### src/design/assert_macros.svh
// Assertion macros used by the RTL top level.
// No dependencies; expects clk and rst_n in scope where a macro is used.
`ifndef ASSERT_MACROS_SVH
`define ASSERT_MACROS_SVH

// Consequent must hold in the same cycle as the antecedent.
`define SWRMS_ASSERT_SAME(lbl, ante, cons, msg) \
  lbl: assert property (@(posedge clk) disable iff (!rst_n) (ante) |-> (cons)) \
    else $error(msg);

// Consequent must hold in the cycle after the antecedent.
`define SWRMS_ASSERT_NEXT(lbl, ante, cons, msg) \
  lbl: assert property (@(posedge clk) disable iff (!rst_n) (ante) |=> (cons)) \
    else $error(msg);

`endif

### src/design/swrms_ram.sv
// Generic single-port-write, single-port-read RAM with registered read data.
// No dependencies.
module swrms_ram #(
  parameter int WIDTH = 8,
  parameter int DEPTH = 16
) (
  input  logic                     clk,
  input  logic                     we,
  input  logic [$clog2(DEPTH)-1:0] waddr,
  input  logic [WIDTH-1:0]         wdata,
  input  logic                     re,
  input  logic [$clog2(DEPTH)-1:0] raddr,
  output logic [WIDTH-1:0]         rdata
);

  logic [WIDTH-1:0] mem [DEPTH];

  // Write port and registered read port
  always_ff @(posedge clk) begin
    if (we) begin
      mem[waddr] <= wdata;
    end
    if (re) begin
      rdata <= mem[raddr];
    end
  end

endmodule

### config.mk
export PLATFORM = sky130hd
export DESIGN_NAME = swrms_ram
export DESIGN_NICKNAME = d
export VERILOG_FILES = /design/src/design/assert_macros.svh /design/src/design/swrms_ram.sv
export SDC_FILE = /design/constraint.sdc
export NUM_CORES = 1
export LEC_CHECK = 0
export BUFFER_PORTS_ARGS = -buffer_cell sky130_fd_sc_hd__buf_4
export CORE_MARGIN = 2
export CORE_UTILIZATION = 45
export DETAILED_ROUTE_END_ITERATION = 10
export PLACE_DENSITY = 0.59
export SYNTH_ARGS = -nofsm -noshare
export SYNTH_HDL_FRONTEND = slang
export SYNTH_SLANG_ARGS = --single-unit
### constraint.sdc
create_clock -name clk -period 3.3 [get_ports clk]
set_input_delay 0.495 -clock clk [delete_from_list [all_inputs] [get_ports clk]]
set_output_delay 0.495 -clock clk [all_outputs]
set_load 0.1 [all_outputs]
==> results of run 1 <==
## cells by family after synthesis
group | synth area share
muxes | 0.148
DFF | 0.781
and+or+nand+nor | 0.0314
AOI/OAI and AO/OA | 0.0230
buffers and inverters | 0.0165
## state kept, by name, summed over array words and instances (netlist names)
name	count
rdata	8
mem	128
## synthesized netlist by cell type
| cell | instances | share of area |
|---|---|---|
| buf_4 | 1 | 0.0014 |
| nand2b_1 | 2 | 0.0024 |
| buf_2 | 3 | 0.0029 |
| nand3b_1 | 2 | 0.0029 |
| nand2_1 | 9 | 0.0065 |
| nor3_1 | 4 | 0.0038 |
| edfxtp_1 | 136 | 0.78 |
| clkdlybuf4s25_2 | 3 | 0.0057 |
| and2b_1 | 1 | 0.0014 |
| nor2b_1 | 1 | 0.0012 |
| and2_1 | 1 | 0.0012 |
| nand3_1 | 1 | 0.00096 |
| mux4_2 | 18 | 0.078 |
| nor2_1 | 13 | 0.0093 |
| mux4_1 | 14 | 0.070 |
| buf_6 | 3 | 0.0065 |
| or3b_2 | 1 | 0.0017 |
| a22oi_1 | 16 | 0.023 |
## worst max-delay path, cell delays in order
cell	delay, ns
buf_4	0.47
mux4_1	0.64
a22oi_1	0.33
nand2_1	0.09
## worst min-delay path by stage
stage,from,endpoint,cells after the start
after global routing,wdata[0],mem[5][0]$_DFFE_PP_,1
after CTS,wdata[0],mem[7][0]$_DFFE_PP_,1
after global placement,mem[11][5]$_DFFE_PP_,rdata[5]$_DFFE_PP_,3
after floorplan,wdata[0],mem[0][0]$_DFFE_PP_,0
final,wdata[3],mem[0][3]$_DFFE_PP_,1
after detailed placement,mem[14][5]$_DFFE_PP_,rdata[5]$_DFFE_PP_,3
## layout make-up
cell class	count	area (sq um)
Timing Repair Buffer	35	263
Sequential cell	136	4080
Tap cell	143	179
Clock buffer	21	440
Fill cell	866	5290
Multi-Input combinational cell	83	1060
Clock inverter	7	57.6
## through the flow
step,setup slack [ns],utilization
after floorplan,1.31,-
after global placement,0.968,0.491
after detailed placement,0.959,0.491
after CTS,1.40,0.535
after global routing,1.31,0.535
final,1.39,0.535
## layer usage
metal	vias to the layer above	routed length, um
met5	-	0
met4	0	200
met3	19	605
met2	87	4840
met1	1264	4390
li1	1066	-
## cells in the final DEF (no fill, tap or decap), types with 4 or more instances in the layout
master	synthesis	final
edfxtp_1	136	136
buf_4	1	35
mux4_2	18	18
clkbuf_16	0	17
a22oi_1	16	16
mux4_1	14	14
nor2_1	13	13
nand2_1	9	9
nor3_1	4	4
clkbuf_1	0	4
clkinv_2	0	4
## power groups by stage
| stage | clock network, mW | registers [mW] | logic, mW |
|---|---|---|---|
| 5_1_grt | 1.73 | 1.96 | 0.255 |
| 3_5_place_dp | 0 | 1.99 | 0.242 |
| 4_1_cts | 1.66 | 1.96 | 0.242 |
| 6_report | 1.63 | 1.96 | 0.239 |
| 3_3_place_gp | 0 | 1.99 | 0.238 |
| 2_1_floorplan | 0 | 2.05 | 0.0982 |
==> metrics.txt, run 1 <==
clk slew on worst S/H paths 0.05 ns; min Tclk post-route between 1.5 and 2 ns; worst relative slew slack 0.354; Synth cell types 18; Syn Std Cell Area 0.00523 sq mm; Final setup viols 0; HP Class input pin to register; met1 Track Usage GR 0.249; Final HPWL DP between 6 and 7 mm; gpl congestion between 0.7 and 0.8; Post-Syn Nets ~250; GRT busiest layer met2; die width around 110 um; Post-CTS Resized 0; Syn Area/Cell approximately 23 sq um; Overflow after GRT 0; pwr/cell area roughly 630 mW/mm^2; R2R depth 3; launch point of the worst reg-to-reg path mem[3][2]$_DFFE_PP_; crit path DAT 2.06 ns; Final ANT Viol Nets 0; yosys warns 0; synthesis-to-layout area growth 16.3%; initial drt markers around 190; total power draw between 3 and 4 mW; CORE AREA about 0.011 sq mm; CTS sink cnt 136; H-tree depth 4; die area 0.0125 sq mm; met2 global-route usage 0.255; Worst R2R End rdata[2]$_DFFE_PP_; Worst setup SP type input pin; setup slack, reg-to-reg 1.77 ns; Setup crit start raddr[0]; Area after DPL 0.00558 sq mm; cells after synthesis around 230; initial antenna violation count 0; GRT Resource Usage Total 0.176; maxcap violations 0; root buf cell clkbuf_16; Clock Skew 0.00602 ns; Final Non-Filler Cells between 400 and 500; crit end category register; pins over their slew limit 0; Port-buffer cells 26; top-level port count 27; Nets ~290; vias per cell between 5 and 6; RSZ-0062 raised after global routing no; diode count 0; pin slew with the least headroom to its limit around 0.97 ns; DR WL/cell roughly 24 um; outcome finished clean; CP max FO 32; largest net degree at the start of global routing 33; drt drc 0; Logic pwr share 0.062; total CTS buffers 17; Initial Util 0.460; clock power share 0.425; switching share of power 0.207; cell-internal power just over 3 mW; leakage a little over 2 nW; final instance area between 0.006 and 0.007 sq mm; share of post-route cells with drive strength above 1 0.270; critical path endpoint rdata[2]$_DFFE_PP_; Die Ht 112 um; Sw Pwr roughly 790 uW; Placed Cells 397; TNS Setup 0 ns; WL final ~10 mm; Clock Latency Late Sink between 0.4 and 0.5 ns; Site Rows 39; First-pass DRT Iterations 5; final hold viol count 0; CTS tree yes; Worst IR Drop VDD approximately 0.26 mV; Peak Freq roughly 0.52 GHz; sequential area share after synthesis 0.781; Critical Path RT 3.45 ns; routing usage on met3 0.0528; Setup CP Type input pin to register; first-pass GRT wire length 15.5 mm; sequential share of power 0.512; post-synthesis register bit count 136; CTS max path bufs 2; period utilization 0.578; hold_ws 0.398 ns; CTS Hold Bufs 0; routed via count about 2400; number of global-route vias before repair 2562; post-CTS setup buffer count 0
(Power assumes the default switching activity.)
==> inputs of run 2 (changes only) <==
--- a/config.mk
+++ b/config.mk
@@ -9,7 +9,7 @@
 export CORE_MARGIN = 2
 export CORE_UTILIZATION = 45
 export DETAILED_ROUTE_END_ITERATION = 10
-export PLACE_DENSITY = 0.59
+export PLACE_DENSITY = 0.61
 export SYNTH_ARGS = -nofsm -noshare
 export SYNTH_HDL_FRONTEND = slang
 export SYNTH_SLANG_ARGS = --single-unit
==> constraint.sdc (replaced) <==
create_clock -name clk -period 1.64 [get_ports clk]
set_input_delay 0.246 -clock clk [delete_from_list [all_inputs] [get_ports clk]]
set_output_delay 0.246 -clock clk [all_outputs]
set_load 0.1 [all_outputs]
==> metrics.txt, run 2 (synthesis gave the netlist of run 1 again) <==
Final ANT Viol Nets 0; synthesis-to-layout area growth 20.3%; gpl congestion around 0.76; crit path DAT roughly 1.7 ns; pins over their slew limit 0; RSZ-0062 raised after global routing no; buffers and inverters on the worst path 1; CTS sink cnt ~140; Cell Chain, Critical Path mux4_2 > a22oi_2 > buf_4 > nand2_1; Critical Path RT approximately 1.8 ns; Initial Util 0.460; leakage 2.13 nW; Placed Cells approximately 400; largest net degree at the start of global routing 17; Nets 306; maxcap violations 0; pwr/cell area between 1000 and 1500 mW/mm^2; Peak Freq between 0.6 and 0.7 GHz; Final HPWL DP 6.10 mm; Worst setup SP type register; drt drc 0; top-level port count 27; Final Non-Filler Cells ~440; pin slew with the least headroom to its limit between 0.7 and 0.8 ns; Clock Latency Late Sink ~0.40 ns; period utilization 0.970; share of post-route cells with drive strength above 1 0.321; HP Class input pin to register; DR WL/cell roughly 22 um; crit end category register; first-pass GRT wire length ~15 mm; worst relative slew slack 0.483; Largest Register mem; min Tclk post-route 1.59 ns; CTS tree yes; H-tree depth 4; Setup CP Type register to register; Final setup viols 0; Largest register FFs roughly 130; vias per cell between 5 and 6; total power draw roughly 8 mW; Port-buffer cells 26; CTS max path bufs 2; outcome finished clean; initial antenna violation count 0; First-pass DRT Iterations 4; post-CTS setup buffer count 0; initial drt markers between 150 and 200; slowest cell on the critical path mux4_2; WL final just under 10 mm; final hold viol count 0; Die Ht 112 um; CP max FO 1; Site Rows 39; diode count 0; Crit path max-delay family multiplexers; clk slew on worst S/H paths 0.05 ns; GRT Resource Usage Total 0.168; CORE AREA 0.0114 sq mm; die width around 110 um; number of global-route vias before repair around 2400; routed via count 2422; Clock Skew between 0.006 and 0.007 ns; Worst IR Drop VDD 0.578 mV; largest registers mem x128, rdata x8; most frequent cells in the layout 136 x edfxtp_1, 45 x buf_4, 19 x mux4_2, 17 x clkbuf_16, 15 x a22oi_1; die area roughly 0.012 sq mm; root buf cell clkbuf_16; total CTS buffers 17; Overflow after GRT 0; crit-path max cell delay 0.53 ns; most common cell after layout, fill and taps aside edfxtp_1
## run 2: cell types whose count changed in the layout (fill, tap and decap cells not counted), moves of 2 or more
cell | previous run | this run
buf_4 | 35 | 45
clkinv_1 | 2 | 4
buf_12 | 0 | 4
clkinvlp_4 | 0 | 2
clkbuf_1 | 4 | 2
## run 2: cell type report
cell class,count,area (sq um)
multi-input cells,83,1060
flip-flops and latches,136,4080
clock buffers,19,433
clock inverters,12,110
repair buffers,49,418
fillers,864,5080
well taps,143,179
## run 2: per-stage QoR
stage / setup TNS [ns] / hold WS (ns) / area (sq um) / setup WS [ns] / util
2_1_floorplan: 0 / 0.345 / 5230 / 0.112 / -
3_3_place_gp: -0.983 / 0.551 / 5740 / -0.186 / 0.505
3_5_place_dp: -0.949 / 0.562 / 5740 / -0.178 / 0.505
4_1_cts: 0 / 0.137 / 6280 / 0.0294 / 0.553
5_1_grt: 0 / 0.146 / 6290 / 0.0144 / 0.553
6_report: 0 / 0.148 / 6290 / 0.0492 / 0.553
## run 2: path summary, 6_finish.rpt
kind,start,to,slack [ns],cells after the start
worst max-delay path,mem[3][0]$_DFFE_PP_,rdata[0]$_DFFE_PP_,0.05,4
worst min-delay path,wdata[1],mem[1][1]$_DFFE_PP_,0.15,1
worst max register to register,mem[3][0]$_DFFE_PP_,rdata[0]$_DFFE_PP_,0.05,4
worst min register to register,mem[15][6]$_DFFE_PP_,rdata[6]$_DFFE_PP_,0.74,3
## run 2: where the power goes
part           leakage (nW)  switching, mW  internal, mW
combinational         0.630          0.325         0.191
sequential             1.24         0.0195          3.92
clock                 0.262           1.30          2.19
## run 2: worst register-to-register path, delay by kind of cell, from the launching register on
kind,cells,cell delay [ns]
mux,1,0.53
simple gates,1,0.05
buf+inv,1,0.14
compound gates,1,0.20
flops,1,0.41
## run 2: repair_timing
item / 4_1_cts / 5_1_grt
hold buffers: 0 / 0
resized for setup: 1 / 1
endpoints found under the setup margin: 1 / 1
## run 2: metal layers
| layer | track usage | part of all wire | vias up |
|---|---|---|---|
| met1 | 0.229 | 0.44 | 1251 |
| li1 | - | - | 1091 |
| met3 | 0.0474 | 0.048 | 15 |
| met2 | 0.257 | 0.49 | 65 |
| met4 | 0.0733 | 0.023 | 0 |
| met5 | 0 | 0 | - |
