### src/design/assert_macros.svh
// Assertion macros used by the RTL top level.
// No dependencies; expects clk and rst_n in scope where a macro is used.
`ifndef ASSERT_MACROS_SVH
`define ASSERT_MACROS_SVH

// Consequent must hold in the same cycle as the antecedent.
`define SWRMS_ASSERT_SAME(lbl, ante, cons, msg) \
  lbl: assert property (@(posedge clk) disable iff (!rst_n) (ante) |-> (cons)) \
    else $error(msg);

// Consequent must hold in the cycle after the antecedent.
`define SWRMS_ASSERT_NEXT(lbl, ante, cons, msg) \
  lbl: assert property (@(posedge clk) disable iff (!rst_n) (ante) |=> (cons)) \
    else $error(msg);

`endif

### src/design/swrms_pkg.sv
// Shared constants, register codes and interface types of the RMS power meter.
// No dependencies.
package swrms_pkg;

  // Ring geometry
  localparam int WINDOW_MAX = 1024;
  localparam int PTR_W      = $clog2(WINDOW_MAX);
  localparam int SIZE_W     = PTR_W + 1;

  // Field and datapath widths
  localparam int SAMPLE_W = 16;
  localparam int SQ_W     = 31;
  localparam int SUM_W    = 41;
  localparam int RMS_W    = 24;
  localparam int WIN_W    = 16;

  // Divide and root unit: two quotient bits or one root bit per cycle
  localparam int QUO_W      = 48;
  localparam int UNIT_STEPS = 24;
  localparam int CNT_W      = $clog2(UNIT_STEPS);

  // Configuration port
  localparam int CFG_IDX_W  = 1;
  localparam int CFG_DATA_W = 11;

  localparam logic [CFG_IDX_W-1:0] REG_WINDOW_SIZE  = 1'd0;
  localparam logic [CFG_IDX_W-1:0] REG_WINDOW_SLIDE = 1'd1;

  localparam logic [SIZE_W-1:0] SIZE_RESET  = 11'd256;
  localparam logic [SIZE_W-1:0] SLIDE_RESET = 11'd256;

  // Requests to and status from the divide and root unit
  typedef struct packed {
    logic start;
    logic take;
  } rms_req_t;

  typedef struct packed {
    logic busy;
    logic done;
  } rms_stat_t;

endpackage

### src/design/swrms_rms_unit.sv
// Iterative divide and square root: floor(sqrt(sum * 65536 / size)).
// Depends on swrms_pkg.
module swrms_rms_unit (
  input  logic                        clk,
  input  logic                        rst_n,
  input  swrms_pkg::rms_req_t         req,
  input  logic [swrms_pkg::SUM_W-1:0] sum,
  input  logic [swrms_pkg::SIZE_W-1:0] size,
  output swrms_pkg::rms_stat_t        stat,
  output logic [swrms_pkg::RMS_W-1:0] root
);
  import swrms_pkg::*;

  typedef enum logic [1:0] {U_IDLE, U_DIV, U_ROOT, U_DONE} ustate_t;

  ustate_t           st_r;
  logic [CNT_W-1:0]  cnt_r;
  logic [SIZE_W-1:0] size_r;
  logic [SIZE_W-1:0] rem_r;     // division remainder, always below size
  logic [QUO_W-1:0]  dq_r;      // dividend bits in, quotient bits out
  logic [RMS_W+1:0]  srem_r;    // root remainder
  logic [RMS_W-1:0]  root_r;

  logic [SIZE_W:0]   ra, rb;
  logic              qa, qb;
  logic [SIZE_W-1:0] ra_left, rem_nxt;
  logic [RMS_W+3:0]  st_part, st_trial;
  logic              st_ge;
  logic [RMS_W+1:0]  srem_nxt;

  // Two restoring division steps per cycle
  always_comb begin
    ra      = {rem_r, dq_r[QUO_W-1]};
    qa      = (ra >= {1'b0, size_r});
    ra_left = qa ? SIZE_W'(ra - {1'b0, size_r}) : SIZE_W'(ra);
    rb      = {ra_left, dq_r[QUO_W-2]};
    qb      = (rb >= {1'b0, size_r});
    rem_nxt = qb ? SIZE_W'(rb - {1'b0, size_r}) : SIZE_W'(rb);
  end

  // One root bit per cycle, consuming the quotient two bits at a time
  always_comb begin
    st_part  = {srem_r, dq_r[QUO_W-1:QUO_W-2]};
    st_trial = {2'b00, root_r, 2'b01};
    st_ge    = (st_part >= st_trial);
    srem_nxt = st_ge ? (RMS_W+2)'(st_part - st_trial) : (RMS_W+2)'(st_part);
  end

  always_ff @(posedge clk) begin
    if (!rst_n) begin
      st_r  <= U_IDLE;
      cnt_r <= '0;
    end else begin
      unique case (st_r)
        U_IDLE: begin
          if (req.start) begin
            // sum >> 32 is below size, so the first quotient bits are zero
            rem_r  <= SIZE_W'(sum[SUM_W-1:32]);
            dq_r   <= {sum[31:0], 16'h0000};
            size_r <= size;
            cnt_r  <= '0;
            st_r   <= U_DIV;
          end
        end
        U_DIV: begin
          rem_r <= rem_nxt;
          dq_r  <= {dq_r[QUO_W-3:0], qa, qb};
          if (cnt_r == CNT_W'(UNIT_STEPS - 1)) begin
            cnt_r  <= '0;
            srem_r <= '0;
            root_r <= '0;
            st_r   <= U_ROOT;
          end else begin
            cnt_r <= cnt_r + 1'b1;
          end
        end
        U_ROOT: begin
          srem_r <= srem_nxt;
          root_r <= {root_r[RMS_W-2:0], st_ge};
          dq_r   <= {dq_r[QUO_W-3:0], 2'b00};
          if (cnt_r == CNT_W'(UNIT_STEPS - 1)) begin
            st_r <= U_DONE;
          end else begin
            cnt_r <= cnt_r + 1'b1;
          end
        end
        U_DONE: begin
          if (req.take) begin
            st_r <= U_IDLE;
          end
        end
        default: st_r <= U_IDLE;
      endcase
    end
  end

  assign stat.busy = (st_r != U_IDLE);
  assign stat.done = (st_r == U_DONE);
  assign root      = root_r;

endmodule

### config.mk
export PLATFORM = sky130hd
export DESIGN_NAME = swrms_rms_unit
export DESIGN_NICKNAME = d
export VERILOG_FILES = /design/src/design/assert_macros.svh /design/src/design/swrms_pkg.sv /design/src/design/swrms_rms_unit.sv
export SDC_FILE = /design/constraint.sdc
export NUM_CORES = 1
export LEC_CHECK = 0
export ABC_AREA = 1
export BUFFER_PORTS_ARGS = -buffer_cell sky130_fd_sc_hd__buf_2
export CAP_MARGIN = 30
export CORE_MARGIN = 2
export CORE_UTILIZATION = 55
export CTS_BUF_LIST = sky130_fd_sc_hd__clkbuf_4 sky130_fd_sc_hd__clkbuf_8 sky130_fd_sc_hd__clkbuf_16
export CTS_CLUSTER_SIZE = 14
export DETAILED_ROUTE_END_ITERATION = 10
export GPL_ROUTABILITY_DRIVEN = 0
export PLACE_DENSITY = 0.78
export SLEW_MARGIN = 25
export SYNTH_ARGS = -nofsm -noshare
export SYNTH_HDL_FRONTEND = slang
export SYNTH_SLANG_ARGS = --single-unit
### constraint.sdc
create_clock -name clk -period 4.3 [get_ports clk]
set_input_delay 0.645 -clock clk [delete_from_list [all_inputs] [get_ports clk]]
set_output_delay 0.645 -clock clk [all_outputs]
set_load 0.05 [all_outputs]
==> results of run 1 <==
cell families (layout without fill, tap and decap cells):
kind of cell	Yosys count	in the layout
DFF	127	127
AOI/OAI and AO/OA	123	123
buffers and inverters	217	316
xor gates and xnor gates	27	27
adders and majority gates	55	55
and+or+nand+nor	535	535
power groups by stage:
stage | clock network (mW) | registers, mW | logic, mW
2_1_floorplan | 0 | 2.27 | 3.26
3_3_place_gp | 0 | 2.10 | 4.22
3_5_place_dp | 0 | 2.11 | 4.30
4_1_cts | 1.55 | 2.09 | 4.36
5_1_grt | 1.61 | 2.13 | 4.94
6_report | 1.54 | 2.09 | 4.40
cells in the final DEF, fill, tap and decap left out, types with 2 or more instances in the layout:
cell and n:
a21o_1 3, a21oi_1 44, a211oi_1 5, nand2_1 300
a21oi_4 2, inv_6 4, inv_2 2, inv_1 193
a22o_1 32, and2_1 2, nand3b_1 4, nand3_4 5
dfxtp_1 7, edfxtp_1 120, buf_2 81, fa_1 2
inv_8 4, bufinv_16 3, nand3_1 54, nand4_1 29
o21ai_0 23, xor2_1 10, nor2_1 115, xnor2_1 17
nor3_1 9, clkbuf_16 17, nand3_2 2, buf_4 7
nor2_2 2, o21bai_1 6, ha_1 52, clkinvlp_4 3
o21ai_1 5, nor3_4 2, nand2_2 6
metal layers:
metal,GRT usage (%),up-vias,share of wire (%)
li1,-,3720,-
met1,29.2,3318,44
met2,42.9,188,50
met3,5.70,34,4.6
met4,8.22,0,1.8
met5,0,-,0
path summary, 6_finish.rpt:
path | start | end | slack (ps) | cells after the start
hold reg to reg | cnt_r[3] | cnt_r[3] | 480 | 2
setup reg to reg | dq_r[47] | rem_r[9] | 430 | 22
setup / recovery | dq_r[47] | rem_r[9] | 430 | 22
hold / removal | size[8] | size_r[8] | 390 | 1
metrics by stage:
| step | std cells | setup slack, ps | utilization (%) | total power [mW] | cell area [µm²] |
|---|---|---|---|---|---|
| floorplan | 1084 | 739 | - | 5.53 | 8660 |
| global placement | 1362 | 605 | 60.6 | 6.31 | 9280 |
| detailed placement | 1362 | 493 | 60.6 | 6.41 | 9280 |
| CTS | 1394 | 456 | 64.7 | 8.00 | 9900 |
| global route | 1394 | 99.1 | 64.7 | 8.68 | 9900 |
| finish | 1394 | 433 | 64.7 | 8.02 | 9900 |
cell type report:
cell class / instances / area share, %
Tap cell: 211 / 2.67
Inverter: 196 / 7.43
Timing Repair Buffer: 88 / 4.62
Multi-Input combinational cell: 740 / 41.2
Clock inverter: 14 / 1.95
Sequential cell: 127 / 37.8
Clock buffer: 18 / 4.37
sequential cells by signal, summed over array words and instances, names as in the netlist:
| name | flops |
|---|---|
| dq_r | 48 |
| root | 24 |
| st_r | 2 |
| cnt_r | 5 |
| srem_r | 26 |
| rem_r | 11 |
| size_r | 11 |
worst register-to-register path, delay by kind of cell (launching register included):
| family | cells | cell delay (ps) |
|---|---|---|
| AOI/OAI and AO/OA | 2 | 520 |
| adders and majority gates | 3 | 1000 |
| buffers and inverters | 4 | 330 |
| DFF | 1 | 390 |
| and+or+nand+nor | 13 | 1400 |
==> metrics.csv, run 1 <==
stage,metric,value,unit
synth,"EDFF count, synth",120,
cts,Clock Tree Buf Depth,2,
power_and_ir_drop,internal power,4.33,mW
setup_path,Required @ worst endpoint,4490,ps
drt,ANT nets after route,0,
worst_hold_path,Hold Crit Class,in2reg,
floorplanning,# rows,45,
power_and_ir_drop,Net Sw Frac,46.0,%
power_and_ir_drop,maximum VDD drop,521,µV
cts,Num CTS Buffers,17,
cts,hold buffers post-CTS,0,
floorplanning,Core Box Area,15300,µm²
synth,largest cells by area after synthesis,"edfxtp_1 (42%), nand2_1 (13%), inv_1 (8.4%)",
placement,post-DP HPWL,14.2,mm
floorplanning,Die Y,129,µm
finish,"Area growth, synth to finish",14.4,%
setup_path,crit-path cells,inv_1 -> ha_1 -> fa_1 -> inv_1 -> nand2_1 -> nand3_2 -> nand3_4 -> nand2_4 -> nand2_1 -> nand2_1 -> inv_1 -> ha_1 -> nand2_1 -> inv_1 -> nand2_1 -> nand2_1 -> nand2_1 -> nand3_1 -> a21oi_4 -> nand3_4 -> o21ai_1 -> nor2_1,
setup_path,worst setup path class,reg2reg,
global_routing,largest net degree at the start of global routing,53,
synth,Post-synth top cells,"nand2_1 (300), inv_1 (193), edfxtp_1 (120)",
floorplanning,IO Pins,82,
power_and_ir_drop,Comb pwr share,54.8,%
finish,ANT cells,0,
cts,Worst-path clk slew,60,ps
timing,fin crit period,3870,ps
power_and_ir_drop,P_sw,3.69,mW
drt,First-pass DRT Iterations,5,
cts,# H-tree levels,4,
synth,Post-Synth XOR/XNOR Area,2.73,%
timing,worst-margin pin slew,842,ps
setup_path,startpoint types,register,
synth,#FFs+latches synth,127,
setup_path,CP max FO,14,
synth,Avg Synthesized Cell Area,7.98,µm²
setup_path,"most used cell, CP",nand2_1,
global_routing,antenna violations before repair,0,
setup_path,CP bufs+invs,4,
drt,residual DRC count,0,
floorplanning,die area,16800,µm²
timing,max frequency,0.259,GHz
cts,CTS tree,done,
synth,register area share after synthesis,43.3,%
setup_path,critical path's largest stage delay,410,ps
power_and_ir_drop,power share of the clock group,19.1,%
synth,Synth Warn #,0,
power_and_ir_drop,P_leak,4.91,nW
drt,drt wl/cell,13.9,µm
synth,simple-gate area share of the yosys netlist,26.7,%
cts,Root Driver,clkbuf_16,
power_and_ir_drop,Reg power frac,26.0,%
synth,Synth area leader,edfxtp_1,
setup_path,cell family with most CP delay,simple AND/OR/NAND/NOR gates,
timing,Worst Clk Skew,10.9,ps
drt,vias per cell,5.21,
synth,largest family of logic cells by synthesized area,simple AND/OR/NAND/NOR gates,
power_and_ir_drop,pwr/cell area,810,nW/µm²
setup_path,Critical Path End Type,register,
synth,Compound-Gate Fraction of Synth Area,9.25,%
status,status,"finished, final reports clean",
timing,Hold Worst Slack,385,ps
floorplanning,chip width,129,µm
synth,most frequent cell after synthesis,nand2_1,
setup_path,CP max-delay cell,fa_1,
finish,share of cells above drive strength 1,12.4,%
synth,Netlist Area Pre-Place,8650,µm²
synth,Synth Area in Adders,8.12,%
cts,setup bufs post-CTS,0,
placement,IO buf count,81,
synth,Syn Inst Count,1084,
timing,Post-Route Setup TNS,0,ps
timing,Final Hold Viols,0,
timing,final setup vio count,0,
synth,mux share of post-synthesis cell area,0,%
cts,post-CTS sizing,0,
synth,syn_nets,1195,
drt,Total Routed Length,19.4,mm
setup_path,WP data arrival,4060,ps
global_routing,first-pass GRT wire length,32.1,mm
timing,RSZ-0062 raised after global routing,no,
synth,ys flop type,edfxtp_1,
floorplanning,Initial Util,56.5,%
timing,slew margin rel.,43.6,%
cts,clk_lat worst skew,430,ps
cts,CTS Sinks,127,
drt,vias,7260,
finish,multi-input logic area,4080,µm²
synth,asr flop ratio synth,0,%
timing,max-slew violation count,0,
timing,final critical-path share of the clock period,89.9,%
finish,nets,1281,
synth,share of the synthesized area in the top cell type,41.6,%
finish,fillers,1314,
global_routing,grt total ovfl,0,
synth,Yosys cell types,40,
drt,DR iter-0 viols,522,
job,max_cap viols,0,
global_routing,gr usage total,24.3,%
finish,FF+latch area,3740,µm²
global_routing,vias in the first global route,7041,
No activity file was read; power rests on OpenSTA's default activity.
==> run 2, diff against run 1 <==
--- a/config.mk
+++ b/config.mk
@@ -5,16 +5,16 @@
 export SDC_FILE = /design/constraint.sdc
 export NUM_CORES = 1
 export LEC_CHECK = 0
-export ABC_AREA = 1
 export BUFFER_PORTS_ARGS = -buffer_cell sky130_fd_sc_hd__buf_2
 export CAP_MARGIN = 30
+export CORE_ASPECT_RATIO = 0.9
 export CORE_MARGIN = 2
-export CORE_UTILIZATION = 55
+export CORE_UTILIZATION = 54
 export CTS_BUF_LIST = sky130_fd_sc_hd__clkbuf_4 sky130_fd_sc_hd__clkbuf_8 sky130_fd_sc_hd__clkbuf_16
 export CTS_CLUSTER_SIZE = 14
 export DETAILED_ROUTE_END_ITERATION = 10
 export GPL_ROUTABILITY_DRIVEN = 0
-export PLACE_DENSITY = 0.78
+export PLACE_DENSITY = 0.77
 export SLEW_MARGIN = 25
 export SYNTH_ARGS = -nofsm -noshare
 export SYNTH_HDL_FRONTEND = slang
==> metrics.csv, run 2 <==
stage,metric,value,unit
global_routing,grt total ovfl,0,
setup_path,WP data arrival,4720,ps
drt,ANT nets after route,0,
setup_path,worst setup path class,reg2reg,
worst_hold_path,hold_sp,size[10],
setup_path,crit-path cells,inv_2 -> ha_4 -> fa_2 -> nor2b_4 -> o21ai_2 -> a21oi_2 -> o221a_2 -> o31ai_4 -> buf_12 -> mux2_4 -> ha_4 -> a21o_1 -> a21o_1 -> or3_1 -> o221a_1 -> a2111o_1 -> buf_6 -> mux2i_1 -> a21oi_1,
setup_path,critical path's largest stage delay,450,ps
cts,Worst-path clk slew,60,ps
finish,ANT cells,0,
global_routing,first-pass GRT wire length,29.1,mm
synth,Syn Inst Count,798,
synth,mux share of post-synthesis cell area,6.08,%
synth,Synth area leader,edfxtp_1,
setup_path,CP max FO,6,
synth,syn_nets,909,
drt,vias,6347,
global_routing,met3 global-route usage,5.36,%
finish,fillers,1087,
cts,Num CTS Buffers,17,
synth,asr flop ratio synth,0,%
power_and_ir_drop,power share of the clock group,21.9,%
setup_path,startpoint types,register,
synth,largest family of logic cells by synthesized area,simple AND/OR/NAND/NOR gates,
finish,"Area growth, synth to finish",25.0,%
power_and_ir_drop,P_sw,2.72,mW
drt,DR iter-0 viols,673,
finish,Finished Layout Cells,1150,
drt,Total Routed Length,18.3,mm
worst_hold_path,Hold Crit Class,in2reg,
cts,CTS Sinks,127,
cts,# H-tree levels,4,
synth,largest cells by area after synthesis,"edfxtp_1 (45%), ha_1 (8.3%), nor2_1 (4.7%)",
finish,largest reg by FF count,dq_r,
setup_path,Required @ worst endpoint,4470,ps
floorplanning,# rows,42,
setup_path,launch point of the critical path,dq_r[47],
cts,Root Driver,clkbuf_16,
finish,share of cells above drive strength 1,24.9,%
synth,Yosys cell types,62,
timing,final critical-path share of the clock period,106,%
synth,ys flop type,edfxtp_1,
cts,clk_lat worst skew,420,ps
placement,IO buf count,81,
global_routing,M1 GR Usage,30.5,%
cts,Clock Tree Buf Depth,2,
status,status,finished with violations,
timing,Final Hold Viols,0,
timing,max frequency,0.220,GHz
finish,post-route cell area,9980,µm²
synth,register area share after synthesis,46.9,%
synth,Synth Warn #,0,
global_routing,antenna violations before repair,0,
power_and_ir_drop,Net Sw Frac,38.2,%
finish,"commonest non-fill, non-tap cell in the layout",edfxtp_1,
cts,CTS tree,done,
placement,placed cells,1104,
global_routing,met2 Track Usage GR,38.3,%
floorplanning,chip width,132,µm
finish,nets,1050,
finish,Largest register FFs,48,
power_and_ir_drop,pwr/cell area,715,nW/µm²
timing,fin crit period,4560,ps
floorplanning,Die Y,119,µm
power_and_ir_drop,internal power,4.41,mW
synth,Avg Synthesized Cell Area,10.0,µm²
power_and_ir_drop,Reg power frac,26.1,%
finish,most frequent cells in the layout,"edfxtp_1 (120), nor2_1 (99), inv_1 (84)",
synth,share of the synthesized area in the top cell type,45.2,%
synth,Post-Synth XOR/XNOR Area,3.51,%
synth,most frequent cell after synthesis,edfxtp_1,
drt,residual DRC count,0,
power_and_ir_drop,P_leak,4.27,nW
floorplanning,Core Box Area,14600,µm²
timing,final setup vio count,12,
placement,post-placement cell area,8970,µm²
synth,Compound-Gate Fraction of Synth Area,13.8,%
placement,post-DP HPWL,12.2,mm
floorplanning,Initial Util,54.8,%
setup_path,Critical Path End Type,register,
status,failing checks,setup timing,
global_routing,global route hottest layer,met2,
setup_path,FF-to-FF Start,dq_r[47],
power_and_ir_drop,maximum VDD drop,647,µV
floorplanning,IO Pins,82,
global_routing,largest net degree at the start of global routing,49,
timing,worst-margin pin slew,882,ps
setup_path,CP max-delay cell,a2111o_1,
timing,Setup WS post-layout,-255,ps
floorplanning,die area,15800,µm²
drt,First-pass DRT Iterations,8,
synth,#FFs+latches synth,127,
synth,Synth Area in Adders,8.81,%
synth,Post-synth top cells,"edfxtp_1 (120), nor2_1 (99), inv_1 (87)",
job,max_cap viols,0,
drt,drt wl/cell,15.9,µm
synth,"EDFF count, synth",120,
timing,max-slew violation count,0,
global_routing,gr usage total,23.3,%
timing,Worst Clk Skew,7.86,ps
drt,vias per cell,5.52,
power_and_ir_drop,Comb pwr share,52.0,%
timing,slew margin rel.,41.0,%
synth,Netlist Area Pre-Place,7980,µm²
timing,RSZ-0062 raised after global routing,yes,
synth,simple-gate area share of the yosys netlist,15.1,%
global_routing,vias in the first global route,6084,
-- run 2: area by class of cell --
cell class	count	area, µm²	share of cell area (%)
tap	198	248	2.48
sequential	127	3740	37.5
clock buffer	18	433	4.34
multi-input combinational	555	4030	40.3
inverter	87	327	3.27
clock inverter	14	205	2.06
timing repair buffer	151	995	9.97
-- run 2: layer usage --
| layer | vias to the layer above | routed length, µm |
|---|---|---|
| li1 | 3152 | - |
| met1 | 2969 | 8210 |
| met2 | 197 | 8910 |
| met3 | 29 | 879 |
| met4 | 0 | 331 |
| met5 | - | 0 |
-- run 2: cells by family (layout without fill, tap and decap cells) --
logic type      Yosys count  after routing
simple gates            253            253
compound gates          168            168
flops                   127            127
buf+inv                 116            270
fa+ha+maj                55             55
mux                      47             47
xor+xnor                 32             32
-- run 2: worst max-delay path, delay by kind of cell (launching register included) --
kind / cells / cell delay, ps
buffers and inverters: 3 / 470
flip-flops: 1 / 410
AO/OA/AOI/OAI: 9 / 1890
AND/OR/NAND/NOR: 2 / 360
multiplexers: 2 / 570
adder cells (fa/ha/maj): 3 / 620
-- run 2: power by group through the flow --
| stage | sequential, mW | combinational (mW) | clock (mW) |
|---|---|---|---|
| finish | 1.86 | 3.71 | 1.56 |
| global route | 1.89 | 4.03 | 1.63 |
| CTS | 1.86 | 3.47 | 1.57 |
| detailed placement | 1.88 | 3.14 | 0 |
| global placement | 1.87 | 3.07 | 0 |
| floorplan | 1.92 | 2.21 | 0 |
-- run 2: repair_timing --
action | CTS | global route
pin swaps | 11 | 12
hold endpoints to repair | 0 | 0
buffers inserted | 5 | 7
endpoints found under the setup margin | 12 | 12
resized for setup | 28 | 18
hold buffers | 0 | 0
cloned | 1 | 0
-- run 2: through the flow --
stage | power, mW | util [%] | setup TNS (ps) | hold WS (ps) | setup slack [ps]
after global routing | 7.54 | 68.5 | -2760 | 380 | -344
after CTS | 6.90 | 67.6 | -2810 | 381 | -272
final | 7.13 | 68.5 | -1730 | 395 | -255
after detailed placement | 5.01 | 61.7 | -7590 | 512 | -706
after floorplan | 4.14 | - | 0 | 483 | 47.2
after global placement | 4.94 | 61.7 | -5450 | 510 | -504
-- run 2: worst paths after layout --
| check | endpoint | slack, ps | cells past startpoint |
|---|---|---|---|
| hold / removal | size_r[10] | 390 | 1 |
| setup / recovery | rem_r[3] | -260 | 19 |
| setup reg to reg | rem_r[3] | -260 | 19 |
| hold reg to reg | cnt_r[2] | 530 | 2 |
==> run 3, diff against run 2 <==
--- a/config.mk
+++ b/config.mk
@@ -5,16 +5,19 @@
 export SDC_FILE = /design/constraint.sdc
 export NUM_CORES = 1
 export LEC_CHECK = 0
+export ABC_AREA = 1
 export BUFFER_PORTS_ARGS = -buffer_cell sky130_fd_sc_hd__buf_2
 export CAP_MARGIN = 30
 export CORE_ASPECT_RATIO = 0.9
 export CORE_MARGIN = 2
-export CORE_UTILIZATION = 54
+export CORE_UTILIZATION = 55
 export CTS_BUF_LIST = sky130_fd_sc_hd__clkbuf_4 sky130_fd_sc_hd__clkbuf_8 sky130_fd_sc_hd__clkbuf_16
+export CTS_CLUSTER_DIAMETER = 80
 export CTS_CLUSTER_SIZE = 14
 export DETAILED_ROUTE_END_ITERATION = 10
 export GPL_ROUTABILITY_DRIVEN = 0
-export PLACE_DENSITY = 0.77
+export MAX_ROUTING_LAYER = met4
+export PLACE_DENSITY = 0.78
 export SLEW_MARGIN = 25
 export SYNTH_ARGS = -nofsm -noshare
 export SYNTH_HDL_FRONTEND = slang
==> metrics.csv, run 3 (same netlist as run 1, synthesis figures left out) <==
stage,metric,value,unit
status,status,"finished, final reports clean",
cts,Worst-path clk slew,70,ps
timing,final setup vio count,0,
timing,Post-Route Setup TNS,0,ps
floorplanning,die area,16800,µm²
setup_path,WP data arrival,4050,ps
drt,vias per cell,5.23,
drt,vias,7242,
timing,Worst Clk Skew,7.93,ps
floorplanning,# rows,43,
job,max_cap viols,0,
cts,Num CTS Buffers,17,
global_routing,largest net degree at the start of global routing,53,
setup_path,worst setup path class,reg2reg,
cts,Root Driver,clkbuf_16,
floorplanning,Die Y,123,µm
drt,residual DRC count,0,
setup_path,CP max FO,14,
floorplanning,chip width,136,µm
global_routing,antenna violations before repair,0,
drt,Total Routed Length,19.0,mm
global_routing,gr usage total,24.9,%
finish,"commonest non-fill, non-tap cell in the layout",nand2_1,
cts,setup bufs post-CTS,0,
finish,ANT cells,0,
timing,fin crit period,3870,ps
cts,Clock Tree Buf Depth,2,
floorplanning,IO Pins,82,
setup_path,startpoint types,register,
timing,max-slew violation count,0,
cts,CTS tree,done,
finish,"Area growth, synth to finish",13.9,%
power_and_ir_drop,final total power,7.90,mW
global_routing,first-pass GRT wire length,32.0,mm
setup_path,Critical Path End Type,register,
global_routing,grt total ovfl,0,
power_and_ir_drop,pwr/cell area,801,nW/µm²
power_and_ir_drop,P_leak,4.89,nW
timing,worst-margin pin slew,673,ps
placement,post-DP HPWL,14.2,mm
timing,Final Hold Viols,0,
cts,hold buffers post-CTS,0,
placement,IO buf count,81,
timing,final critical-path share of the clock period,89.9,%
cts,# H-tree levels,4,
global_routing,vias in the first global route,7024,
finish,share of cells above drive strength 1,12.4,%
power_and_ir_drop,maximum VDD drop,479,µV
drt,First-pass DRT Iterations,6,
finish,most frequent cells in the layout,"nand2_1 (300), inv_1 (193), edfxtp_1 (120)",
timing,RSZ-0062 raised after global routing,no,
timing,Hold Worst Slack,395,ps
setup_path,Required @ worst endpoint,4480,ps
timing,slew margin rel.,55.1,%
cts,clk_lat worst skew,420,ps
finish,Largest register FFs,48,
drt,DR iter-0 viols,650,
finish,largest reg by FF count,dq_r,
cts,CTS Sinks,127,
setup_path,R2R Setup Slk,430,ps
drt,drt wl/cell,13.8,µm
floorplanning,Initial Util,56.2,%
floorplanning,Core Box Area,15400,µm²
drt,ANT nets after route,0,
cts,post-CTS sizing,0,
timing,max frequency,0.259,GHz
worst_hold_path,Hold Crit Class,in2reg,
finish,nets,1281,
==> run 3: changes by cell type in the layout (fill, tap and decap cells not counted), sizes merged, moves of 12 or more <==
cell,change
mux2i,-35
nand3,+16
mux2,-12
and3,-17
nor2,+19
nand2,+277
inv,+114
o21ai,-31
a21oi,+13
buf,-62
a22o,+32
nand4,+25
==> run 3: per-stage QoR <==
stage	setup slack, ps	instance area, µm²	util, %	instances
6_report	435	9860	64.1	1385
4_1_cts	449	9850	64.0	1384
3_5_place_dp	462	9260	60.2	1352
5_1_grt	30.6	9860	64.1	1385
2_1_floorplan	739	8660	-	1084
3_3_place_gp	573	9260	60.2	1352
==> run 3: routing by layer <==
metal / part of all wire (%) / GRT usage (%) / vias to the layer above
met5: 0 / - / -
met4: 1.3 / 6.12 / 0
met3: 5.5 / 5.04 / 24
met2: 48 / 41.1 / 175
met1: 45 / 31.6 / 3332
li1: - / - / 3711
==> run 3: cell type report <==
cell class,count,area [µm²]
fill,1322,5530
multi-input combinational,740,4080
sequential,127,3740
inverter,196,736
timing repair buffer,88,458
clock buffer,17,425
tap,202,253
clock inverter,15,169
==> run 3: critical path, cell delays in order (launching register included) <==
cell,delay [ps]
edfxtp_1,380
inv_1,130
ha_1,230
fa_1,420
inv_1,110
nand2_1,80
nand3_2,90
nand3_4,150
nand2_4,210
nand2_1,70
nand2_1,70
inv_1,40
ha_1,350
nand2_1,140
inv_1,40
nand2_1,60
nand2_1,60
nand2_1,60
nand3_1,140
a21oi_4,340
nand3_4,220
o21ai_1,180
nor2_1,50
==> run 3: where the power goes <==
group	leakage [nW]	internal (mW)	switching, mW
logic	3.40	1.49	2.88
registers	1.20	1.90	0.185
clock network	0.286	0.829	0.619
==> run 3: worst paths after layout <==
| path | cells after the start | start | end |
|---|---|---|---|
| worst max-delay path | 22 | dq_r[47] | rem_r[9] |
| worst min-delay path | 1 | size[3] | size_r[3] |
| worst max register to register | 22 | dq_r[47] | rem_r[9] |
| worst min register to register | 2 | cnt_r[3] | cnt_r[3] |
